**config.mk**
```make
export PLATFORM = sky130hd
export DESIGN_NAME = tick_driven_calendar_clock_unit
export DESIGN_NICKNAME = d
export VERILOG_FILES = /design/src/sv/tdcc_pkg.sv /design/src/sv/tick_driven_calendar_clock_unit.sv
export SDC_FILE = /design/constraint.sdc
export NUM_CORES = 1
export LEC_CHECK = 0
export BUFFER_PORTS_ARGS = -buffer_cell sky130_fd_sc_hd__clkbuf_2
export CAP_MARGIN = 25
export CORE_UTILIZATION = 30
export DETAILED_ROUTE_END_ITERATION = 7
export REMOVE_ABC_BUFFERS = 1
export SYNTH_ARGS = -nofsm -noshare
export SYNTH_HDL_FRONTEND = slang
export SYNTH_SLANG_ARGS = --single-unit
```
**constraint.sdc**
```tcl
create_clock -name clk -period 7.73 [get_ports clk]
set_clock_uncertainty 0.05 [all_clocks]
set_input_delay 0.773 -clock clk [delete_from_list [all_inputs] [get_ports clk]]
set_output_delay 0.773 -clock clk [all_outputs]
set_load 0.01 [all_outputs]
```
**src/sv/tdcc_pkg.sv**
```systemverilog
// Types, constants and calendar helpers for the calendar clock.
`default_nettype none
package tdcc_pkg;

  localparam int unsigned YEAR_W  = 16;
  localparam int unsigned MONTH_W = 4;
  localparam int unsigned DAY_W   = 5;
  localparam int unsigned HOUR_W  = 5;
  localparam int unsigned MIN_W   = 6;
  localparam int unsigned SEC_W   = 6;
  localparam int unsigned CNT_W   = 32;
  localparam int unsigned TPS_W   = 16;

  localparam logic [TPS_W-1:0]   TPS_RESET   = 16'd1000;
  localparam logic [HOUR_W-1:0]  HOUR_RESET  = 5'd15;
  localparam logic [DAY_W-1:0]   DAY_RESET   = 5'd30;
  localparam logic [MONTH_W-1:0] MONTH_RESET = 4'd3;
  localparam logic [YEAR_W-1:0]  YEAR_RESET  = 16'd2026;

  localparam logic [SEC_W-1:0]   SEC_MAX   = 6'd59;
  localparam logic [MIN_W-1:0]   MIN_MAX   = 6'd59;
  localparam logic [HOUR_W-1:0]  HOUR_MAX  = 5'd23;
  localparam logic [MONTH_W-1:0] MONTH_MAX = 4'd12;
  localparam logic [MONTH_W-1:0] MONTH_FEB = 4'd2;
  localparam logic [DAY_W-1:0]   DAY_LEAP_FEB = 5'd29;

  // 25 * INV25 == 1 mod 2^16; y is a multiple of 25 iff y*INV25 mod 2^16 <= 65535/25
  localparam logic [YEAR_W-1:0] INV25     = 16'd23593;
  localparam logic [YEAR_W-1:0] DIV25_LIM = 16'd2621;

  typedef enum logic [1:0] {
    CMD_TICK  = 2'd0,
    CMD_SET   = 2'd1,
    CMD_CLEAR = 2'd2
  } cmd_t;

  function automatic logic is_leap(input logic [YEAR_W-1:0] y);
    logic [YEAR_W-1:0] y25;
    logic div25;
    y25   = y * INV25;
    div25 = (y25 <= DIV25_LIM);
    // with y%4==0, y%100==0 iff y%25==0; y%400==0 iff y%16==0 and y%25==0
    return ((y[1:0] == 2'd0) && !div25) || ((y[3:0] == 4'd0) && div25);
  endfunction

  function automatic logic [DAY_W-1:0] month_len(input logic [YEAR_W-1:0] y,
                                                input logic [MONTH_W-1:0] m);
    logic [DAY_W-1:0] len;
    unique case (m)
      4'd1, 4'd3, 4'd5, 4'd7, 4'd8, 4'd10, 4'd12: len = 5'd31;
      4'd4, 4'd6, 4'd9, 4'd11:                   len = 5'd30;
      4'd2:                                      len = 5'd28;
      default:                                   len = 5'd31;
    endcase
    if ((m == MONTH_FEB) && is_leap(y)) begin
      len = DAY_LEAP_FEB;
    end
    return len;
  endfunction

endpackage
`default_nettype wire

```
**src/sv/tick_driven_calendar_clock_unit.sv**
```systemverilog
// Calendar clock: tick prescaler, second-to-year carry chain and tick counters.
// One transaction per cycle while out_stall is low; a result passes through the
// input register, then the state and result register. The cycle path is the
// carry chain plus one 16x16 multiply for the Gregorian divisible-by-25 test.
// A set command clamps month, hour, minute and second; a zero day becomes 1.
`default_nettype none
module tick_driven_calendar_clock_unit
  import tdcc_pkg::*;
(
  input  wire logic               clk,
  input  wire logic               rst_n,
  input  wire logic               cfg_wr_en,
  input  wire logic [TPS_W-1:0]   cfg_wr_data,
  input  wire logic               in_valid,
  output logic                    in_stall,
  input  wire logic [1:0]         in_cmd,
  input  wire logic [YEAR_W-1:0]  in_new_year,
  input  wire logic [MONTH_W-1:0] in_new_month,
  input  wire logic [DAY_W-1:0]   in_new_day,
  input  wire logic [HOUR_W-1:0]  in_new_hour,
  input  wire logic [MIN_W-1:0]   in_new_minute,
  input  wire logic [SEC_W-1:0]   in_new_second,
  output logic                    out_valid,
  input  wire logic               out_stall,
  output logic [YEAR_W-1:0]       out_year,
  output logic [MONTH_W-1:0]      out_month,
  output logic [DAY_W-1:0]        out_day,
  output logic [HOUR_W-1:0]       out_hour,
  output logic [MIN_W-1:0]        out_minute,
  output logic [SEC_W-1:0]        out_second,
  output logic                    out_second_done,
  output logic [CNT_W-1:0]        out_tick_count,
  output logic [CNT_W-1:0]        out_user_tick_count
);

  logic [TPS_W-1:0] tps_r;

  // input register
  logic               in_v_r;
  logic [1:0]         cmd_r;
  logic [YEAR_W-1:0]  ld_year_r;
  logic [MONTH_W-1:0] ld_month_r;
  logic [DAY_W-1:0]   ld_day_r;
  logic [HOUR_W-1:0]  ld_hour_r;
  logic [MIN_W-1:0]   ld_min_r;
  logic [SEC_W-1:0]   ld_sec_r;

  // clock state
  logic [TPS_W-1:0]   presc_r,    presc_nxt;
  logic [CNT_W-1:0]   total_r,    total_nxt;
  logic [CNT_W-1:0]   user_r,     user_nxt;
  logic [SEC_W-1:0]   sec_r,      sec_nxt;
  logic [MIN_W-1:0]   min_r,      min_nxt;
  logic [HOUR_W-1:0]  hour_r,     hour_nxt;
  logic [DAY_W-1:0]   day_r,      day_nxt;
  logic [MONTH_W-1:0] month_r,    month_nxt;
  logic [YEAR_W-1:0]  year_r,     year_nxt;
  logic               done_nxt;

  // result register
  logic               out_v_r;
  logic [YEAR_W-1:0]  o_year_r;
  logic [MONTH_W-1:0] o_month_r;
  logic [DAY_W-1:0]   o_day_r;
  logic [HOUR_W-1:0]  o_hour_r;
  logic [MIN_W-1:0]   o_min_r;
  logic [SEC_W-1:0]   o_sec_r;
  logic               o_done_r;
  logic [CNT_W-1:0]   o_total_r;
  logic [CNT_W-1:0]   o_user_r;

  logic               adv;
  logic [TPS_W:0]     presc_sum;
  logic               fire;
  logic [DAY_W-1:0]   cur_len;

  assign adv      = !out_v_r || !out_stall;
  assign in_stall = in_v_r && !adv;

  assign presc_sum = {1'b0, presc_r} + {{TPS_W{1'b0}}, 1'b1};
  assign fire      = (presc_sum >= {1'b0, tps_r});
  assign cur_len   = month_len(year_r, month_r);

  always_comb begin
    presc_nxt = presc_r;
    total_nxt = total_r;
    user_nxt  = user_r;
    sec_nxt   = sec_r;
    min_nxt   = min_r;
    hour_nxt  = hour_r;
    day_nxt   = day_r;
    month_nxt = month_r;
    year_nxt  = year_r;
    done_nxt  = 1'b0;
    unique case (cmd_r)
      CMD_TICK: begin
        total_nxt = total_r + {{(CNT_W-1){1'b0}}, 1'b1};
        user_nxt  = user_r + {{(CNT_W-1){1'b0}}, 1'b1};
        if (fire) begin
          presc_nxt = '0;
          done_nxt  = 1'b1;
          priority if (sec_r < SEC_MAX) begin
            sec_nxt = sec_r + {{(SEC_W-1){1'b0}}, 1'b1};
          end else if (min_r < MIN_MAX) begin
            sec_nxt = '0;
            min_nxt = min_r + {{(MIN_W-1){1'b0}}, 1'b1};
          end else if (hour_r < HOUR_MAX) begin
            sec_nxt  = '0;
            min_nxt  = '0;
            hour_nxt = hour_r + {{(HOUR_W-1){1'b0}}, 1'b1};
          end else if (day_r < cur_len) begin
            sec_nxt  = '0;
            min_nxt  = '0;
            hour_nxt = '0;
            day_nxt  = day_r + {{(DAY_W-1){1'b0}}, 1'b1};
          end else if (month_r < MONTH_MAX) begin
            sec_nxt   = '0;
            min_nxt   = '0;
            hour_nxt  = '0;
            day_nxt   = {{(DAY_W-1){1'b0}}, 1'b1};
            month_nxt = month_r + {{(MONTH_W-1){1'b0}}, 1'b1};
          end else begin
            sec_nxt   = '0;
            min_nxt   = '0;
            hour_nxt  = '0;
            day_nxt   = {{(DAY_W-1){1'b0}}, 1'b1};
            month_nxt = {{(MONTH_W-1){1'b0}}, 1'b1};
            year_nxt  = year_r + {{(YEAR_W-1){1'b0}}, 1'b1};
          end
        end else begin
          presc_nxt = presc_sum[TPS_W-1:0];
        end
      end
      CMD_SET: begin
        year_nxt = ld_year_r;
        priority if (ld_month_r == '0) begin
          month_nxt = {{(MONTH_W-1){1'b0}}, 1'b1};
        end else if (ld_month_r > MONTH_MAX) begin
          month_nxt = MONTH_MAX;
        end else begin
          month_nxt = ld_month_r;
        end
        day_nxt  = (ld_day_r == '0) ? {{(DAY_W-1){1'b0}}, 1'b1} : ld_day_r;
        hour_nxt = (ld_hour_r > HOUR_MAX) ? HOUR_MAX : ld_hour_r;
        min_nxt  = (ld_min_r > MIN_MAX) ? MIN_MAX : ld_min_r;
        sec_nxt  = (ld_sec_r > SEC_MAX) ? SEC_MAX : ld_sec_r;
      end
      CMD_CLEAR: begin
        user_nxt = '0;
      end
      default: begin
        // unused command: report state unchanged
      end
    endcase
  end

  always_ff @(posedge clk) begin
    if (!rst_n) begin
      tps_r <= TPS_RESET;
    end else if (cfg_wr_en) begin
      tps_r <= cfg_wr_data;
    end
  end

  always_ff @(posedge clk) begin
    if (!rst_n) begin
      in_v_r <= 1'b0;
    end else if (!in_stall) begin
      in_v_r <= in_valid;
    end
  end

  always_ff @(posedge clk) begin
    if (!in_stall) begin
      cmd_r      <= in_cmd;
      ld_year_r  <= in_new_year;
      ld_month_r <= in_new_month;
      ld_day_r   <= in_new_day;
      ld_hour_r  <= in_new_hour;
      ld_min_r   <= in_new_minute;
      ld_sec_r   <= in_new_second;
    end
  end

  always_ff @(posedge clk) begin
    if (!rst_n) begin
      presc_r <= '0;
      total_r <= '0;
      user_r  <= '0;
      sec_r   <= '0;
      min_r   <= '0;
      hour_r  <= HOUR_RESET;
      day_r   <= DAY_RESET;
      month_r <= MONTH_RESET;
      year_r  <= YEAR_RESET;
      out_v_r <= 1'b0;
    end else if (adv) begin
      out_v_r <= in_v_r;
      if (in_v_r) begin
        presc_r <= presc_nxt;
        total_r <= total_nxt;
        user_r  <= user_nxt;
        sec_r   <= sec_nxt;
        min_r   <= min_nxt;
        hour_r  <= hour_nxt;
        day_r   <= day_nxt;
        month_r <= month_nxt;
        year_r  <= year_nxt;
      end
    end
  end

  always_ff @(posedge clk) begin
    if (adv && in_v_r) begin
      o_year_r  <= year_nxt;
      o_month_r <= month_nxt;
      o_day_r   <= day_nxt;
      o_hour_r  <= hour_nxt;
      o_min_r   <= min_nxt;
      o_sec_r   <= sec_nxt;
      o_done_r  <= done_nxt;
      o_total_r <= total_nxt;
      o_user_r  <= user_nxt;
    end
  end

  assign out_valid           = out_v_r;
  assign out_year            = o_year_r;
  assign out_month           = o_month_r;
  assign out_day             = o_day_r;
  assign out_hour            = o_hour_r;
  assign out_minute          = o_min_r;
  assign out_second          = o_sec_r;
  assign out_second_done     = o_done_r;
  assign out_tick_count      = o_total_r;
  assign out_user_tick_count = o_user_r;

endmodule
`default_nettype wire

```
; Word-level counts from Yosys, hierarchy flattened
; Memories as Yosys holds them, arrays and structs flattened. A register that Yosys moved wholly into a read port is not among the register bits.
; Cells that the tools add are included.
[op_classes]
multipliers = 1
n_eq_ne = 3
muxes = 45
reduce_logical = 18
n_addsub = 9
n_lt_le_gt_ge = 11
[ops]
columns = operator, n
row1 = 16-bit two-way mux, 7
row2 = "32-bit by 1-bit adder with 32-bit output, second input constant", 2
row3 = 32-bit one-hot mux with 2 select lines, 1
row4 = 5-bit two-way mux, 12
row5 = 6-bit two-way mux, 7
row6 = 4-bit two-way mux, 10
row7 = 32-bit two-way mux, 1
row8 = 16-bit one-hot mux with 2 select lines, 1
row9 = 6-bit one-hot mux with 2 select lines, 2
row10 = 5-bit one-hot mux with 2 select lines, 2
row11 = "16-bit by 1-bit adder with 17-bit output, second input constant", 1
row12 = 17-bit by 16-bit greater-or-equal comparator with 1-bit output, 1
row13 = "16-bit by 1-bit adder with 16-bit output, second input constant", 1
row14 = "16-bit by 12-bit less-or-equal comparator with 1-bit output, second input constant", 1
row15 = "16-bit by 15-bit multiplier with 16-bit output, second input constant", 1
row16 = "6-bit by 1-bit adder with 6-bit output, second input constant", 2
row17 = "6-bit greater-than comparator, second input constant", 2
row18 = "6-bit < comparator, second input constant", 2
row19 = "5-bit by 1-bit adder with 5-bit output, second input constant", 2
row20 = 4-bit zero test, 2
row21 = 4-bit one-hot mux with 2 select lines, 1
row22 = "5-bit greater-than comparator, second input constant", 1
row23 = 1-bit logical AND, 5
row24 = 5-bit zero test, 1
row25 = other kinds (14), 19
[totals]
input_bits = 65
out_inout_bits = 109
mem_count = 1
rom_bits = 32
ff_bits = 291
[memory_table]
columns = name, depth, word_bits, read_ports, rd_clocked_by_memory_dff, wr, line_no
row1 = (name not given), 16, 2, 1, 1, 0, tdcc_pkg.sv:49  ; unique case (m)

; Depth between registers and ports, before layout
[logic_depth]
word_depth = 16
depth_mapped = 27
depth_no_buf = 27

; Worst setup path after synthesis
; OpenSTA, ideal clock, no wires.
[synth_path]
kind = reg-to-reg
start = register year_r[0]
end = register o_year_r[11] (netlist: out_year[11]), data pin
arrival_ns = 6.113
setup_time_ns = 0.270
path_stages_with_launch = 24
required_time_ns = 7.410
path_slack_ns = 1.296
cell_sequence = dfxtp_1 ha_1 ha_1 inv_1 fa_1 fa_1 inv_1 fa_1 ha_1 ha_1 a21oi_1 or4b_1 nand3_2 a41oi_1 nand2b_1 ha_1 a21oi_1 nand4b_1 nor3_1 o211ai_1 nor4_2 nor2b_1 mux2i_1 o211ai_1
[synth_between]
elab_chain_cells = 14
elab_cells_between_ends = 19
classes_between = add/sub (1) / mul (1) / order compare (2) / mux (8) / reduce/logical (7)
[synth_lines]
columns = item, line_no
row1 = from (decl), tick_driven_calendar_clock_unit.sv:57  ; logic [YEAR_W-1:0] year_r, year_nxt;
row2 = from (signal assigned), tick_driven_calendar_clock_unit.sv:208  ; year_r <= year_nxt;
row3 = 16-bit by 15-bit multiplier with 16-bit output, tdcc_pkg.sv:40  ; y25 = y * INV25;
row4 = 16-bit by 12-bit less-or-equal comparator with 1-bit output, tdcc_pkg.sv:41  ; div25 = (y25 <= DIV25_LIM);
row5 = 1-bit zero test, tdcc_pkg.sv:43  ; return ((y[1:0] == 2'd0) && !div25) || ((y[3:0] == 4'd0) && div25);
row6 = 1-bit logical AND, tdcc_pkg.sv:43
row7 = 1-bit logical OR, tdcc_pkg.sv:43
row8 = 1-bit logical AND, tdcc_pkg.sv:55  ; if ((m == MONTH_FEB) && is_leap(y)) begin
row9 = 5-bit two-way mux, tdcc_pkg.sv:55
row10 = 5-bit < comparator, tick_driven_calendar_clock_unit.sv:111  ; end else if (day_r < cur_len) begin
row11 = 16-bit two-way mux (*), tick_driven_calendar_clock_unit.sv:111
row12 = 16-bit two-way mux (*), tick_driven_calendar_clock_unit.sv:107  ; end else if (hour_r < HOUR_MAX) begin
row13 = 16-bit two-way mux (*), tick_driven_calendar_clock_unit.sv:104  ; end else if (min_r < MIN_MAX) begin
row14 = 16-bit two-way mux (*), tick_driven_calendar_clock_unit.sv:102  ; priority if (sec_r < SEC_MAX) begin
row15 = 16-bit two-way mux (*), tick_driven_calendar_clock_unit.sv:99  ; if (fire) begin
row16 = 16-bit one-hot mux with 2 select lines (*), tick_driven_calendar_clock_unit.sv:95  ; unique case (cmd_r)
row17 = net year_nxt[11], tick_driven_calendar_clock_unit.sv:57
row18 = to (signal assigned), tick_driven_calendar_clock_unit.sv:215  ; o_year_r <= year_nxt;
row19 = to (decl), tick_driven_calendar_clock_unit.sv:62  ; logic [YEAR_W-1:0] o_year_r;
; The timed path passes the listed nets; every way through them passes the cells marked *.
; A chain may end at the register's enable or synchronous reset.

==> reports/results.tsv <==
stage	metric	value	unit
placement	gp_congestion	0.882	
sta	setup_viol	0	
drt	post_drt_via_cell_ratio	5.18	
sta	tightest_slew	1.05	ns
clock_tree	clockRootBuffer	clkbuf_16	
power	power	4120	uW
power	leakage	0.00705	uW
power	power_frac_seq	0.425	
placement	dp.cells	2418	
clock_tree	cts_tree	built	
clock_tree	cts_setup_buffers	0	
power	vdd_drop_max	0.109	mV
drt	drtIter0Drc	943	
critical_path	cp_top_family	adder cells	
placement	hpwlAfterDp	30400	um
critical_path	crit_slowest_cell	fa_1	
final_layout	final_util	0.357	
floorplan	dieArea	52900	um2
floorplan	io_pins	174	
logic_synthesis	synth_cell_types	80	
drt	wire_per_inst	18.0	um
sta	min_period	7.19	ns
power	p_sw	1160	uW
final_layout	nFillCells	5169	
logic_synthesis	postSynthCellCount	1624	
drt	drt_pre_antenna_iters	7	
sta	fmax	139	MHz
floorplan	fp.dieH	230	um
critical_path	endpoint_kind	flop	
logic_synthesis	syn_area_per_cell	9.61	um2
logic_synthesis	synth_top_cell_by_area	edfxtp_1	
logic_synthesis	synth_common_cells	nor2_1, nand2_1, edfxtp_1	
critical_path	start_kind	flop	
logic_synthesis	ys_seq_elements	293	
logic_synthesis	synth_area_leaders	edfxtp_1, dfxtp_1, ha_1, o21ai_0, nor2_1	
critical_path	cp_cell_sequence	inv_1, ha_1, ha_1, inv_1, fa_1, fa_1, inv_1, fa_1, ha_1, ha_1, a21oi_1, or4b_1, nand3_2, a41oi_1, nand2b_1, ha_1, a21oi_1, nand4b_1, nor3_1, o211ai_1, nor2_2, o21ai_1, a2111oi_0, a21oi_1	
global_routing	grt_usage	0.167	
logic_synthesis	synth_enable_flop_cells	151	
logic_synthesis	synth_top_area_share	0.290	
sta	post-route-period-util	0.930	
critical_path	crit_fanout	9	
logic_synthesis	ys.flop_type	edfxtp_1	
flow_run	maxCapViolCount	0	
drt	num_vias	12877	
sta	finalMaxSlewViolations	0	
critical_path	worstPathRequired	8.09	ns
clock_tree	clockBufferDepth	3	
power	pwr-share-comb	0.167	
clock_tree	cts_buffers	36	
critical_path	criticalPathCategory	reg -> reg	
worst_hold_path	min_path_type	in -> reg	
clock_tree	cts.sinks	293	
clock_tree	clk_latency	0.56	ns
final_layout	area.growth.synth_to_final	17.6	%
floorplan	row_count	83	
global_routing	grt_max_degree	71	
final_layout	layout-drive-gt1-share	0.156	
critical_path	path_buf_inv	3	
floorplan	core_area	51400	um2
final_layout	stdcell_count	2484	
sta	whs	0.340	ns
clock_tree	clk_pin_slew	0.06	ns
floorplan	dieWidth	230	um
global_routing	grt_pass1_vias	12432	
logic_synthesis	synth_area	15600	um2
drt	drc	0	
drt	ant_nets	0	
logic_synthesis	yosys_warnings	0	
final_layout	finalNetCount	1949	
logic_synthesis	async_reset_ff_frac	0	
sta	rsz0062_at_grt	false	
critical_path	path_common_cell	ha_1	
power	swShare	0.282	
drt	wirelength	44600	um
power	power.share.clock	0.408	
clock_tree	hold_buffers	0	
placement	numPortBuffers	173	
sta	hold_violations	0	
sta	max-slew-margin-rel	0.295	
critical_path	arrival	7.55	ns
logic_synthesis	yosysSeqAreaShare	0.473	
global_routing	grt_antenna_before_repair	1	
final_layout	diodes	0	
power	intPower	2960	uW
power	powerDensity	225	nW/um2
clock_tree	cts_resized	0	
floorplan	initial_core_util	0.304	
global_routing	grt_pass1_wl	69600	um
sta	setup_tns	0	ns
critical_path	cpPeakStageDelay	0.55	ns
outcome	outcome	finished, final reports clean	
logic_synthesis	synth.most_common_cell	nor2_1	
clock_tree	htree_num_levels	2	
global_routing	gr-total-overflow	0	
## worst paths after layout
kind,from,end,slack [ns],depth (start not counted)
worst max register to register,year_r[3],flop,0.54,24
worst max-delay path,year_r[3],flop,0.54,24
worst min register to register,presc_r[12],presc_r[12],0.43,2
worst min-delay path,in_new_hour[3],ld_hour_r[3],0.34,1
## sequential cells by signal (all words and copies together) (netlist names), 4 cells and up, named ones only
register             cells
out_user_tick_count     32
ld_hour_r                5
ld_sec_r                 6
tps_r                   16
user_r                  32
sec_r                    6
out_second               6
out_month                4
out_hour                 5
ld_year_r               16
total_r                 32
year_r                  16
ld_day_r                 5
hour_r                   5
min_r                    6
presc_r                 16
out_day                  5
out_year                16
ld_month_r               4
ld_min_r                 6
day_r                    5
month_r                  4
out_tick_count          32
out_minute               6
## placed cells by master, fill, tap and decap left out, types with 14 or more instances in the layout
| master | Yosys | final |
|---|---|---|
| clkbuf_2 | 0 | 173 |
| o21ai_0 | 136 | 136 |
| nor3_1 | 41 | 41 |
| and3_1 | 23 | 23 |
| or3_1 | 24 | 24 |
| nand2b_1 | 14 | 14 |
| fa_1 | 18 | 18 |
| nand3_1 | 51 | 50 |
| xor2_1 | 38 | 38 |
| a21oi_1 | 98 | 98 |
| inv_1 | 77 | 76 |
| xnor2_1 | 44 | 44 |
| o31ai_1 | 14 | 14 |
| dfxtp_1 | 142 | 142 |
| nand4_1 | 33 | 33 |
| clkbuf_16 | 0 | 36 |
| a31oi_1 | 19 | 19 |
| o211ai_1 | 18 | 18 |
| buf_4 | 1 | 21 |
| ha_1 | 90 | 90 |
| nand2_1 | 155 | 154 |
| mux2i_1 | 18 | 18 |
| nor2_1 | 156 | 155 |
| edfxtp_1 | 151 | 151 |
## through the flow
step                instance area, um2  worst slack (ns)
floorplan                        15300             0.725
global placement                 17200             0.893
detailed placement               17200             0.675
CTS                              18400             0.645
global route                     18400             0.148
finish                           18400             0.544
## metal layers
| layer | routed length [um] | up-vias | track usage | share of wire |
|---|---|---|---|---|
| li1 | - | 6212 | - | - |
| met1 | 20500 | 6166 | 0.227 | 0.46 |
| met2 | 20100 | 423 | 0.263 | 0.45 |
| met3 | 2870 | 74 | 0.0339 | 0.064 |
| met4 | 1100 | 2 | 0.0600 | 0.025 |
| met5 | 17 | - | 0 | 0.00038 |
## layout make-up
| class | instances | area [um2] | area share |
|---|---|---|---|
| Clock inverter | 20 | 214 | 0.0117 |
| Timing Repair Buffer | 194 | 1020 | 0.0558 |
| Inverter | 81 | 310 | 0.0169 |
| Clock buffer | 46 | 948 | 0.0517 |
| Multi-Input combinational cell | 1170 | 7630 | 0.416 |
| Sequential cell | 293 | 7380 | 0.402 |
| Tap cell | 680 | 851 | 0.0463 |
## logic make-up after synthesis
logic type / share of synthesized area
buffers and inverters: 0.0391
DFF: 0.473
AOI/OAI and AO/OA: 0.159
muxes: 0.0144
and+or+nand+nor: 0.172
xor gates and xnor gates: 0.0471
adders and majority gates: 0.0952
## power by group through the flow
stage,Clock [uW],Sequential [uW],Combinational [uW]
after detailed placement,0,1790,688
after floorplan,0,1800,466
after global placement,0,1780,668
final,1680,1750,689
after CTS,1740,1750,691
after global routing,1800,1760,779
(Power assumes the default switching activity.)
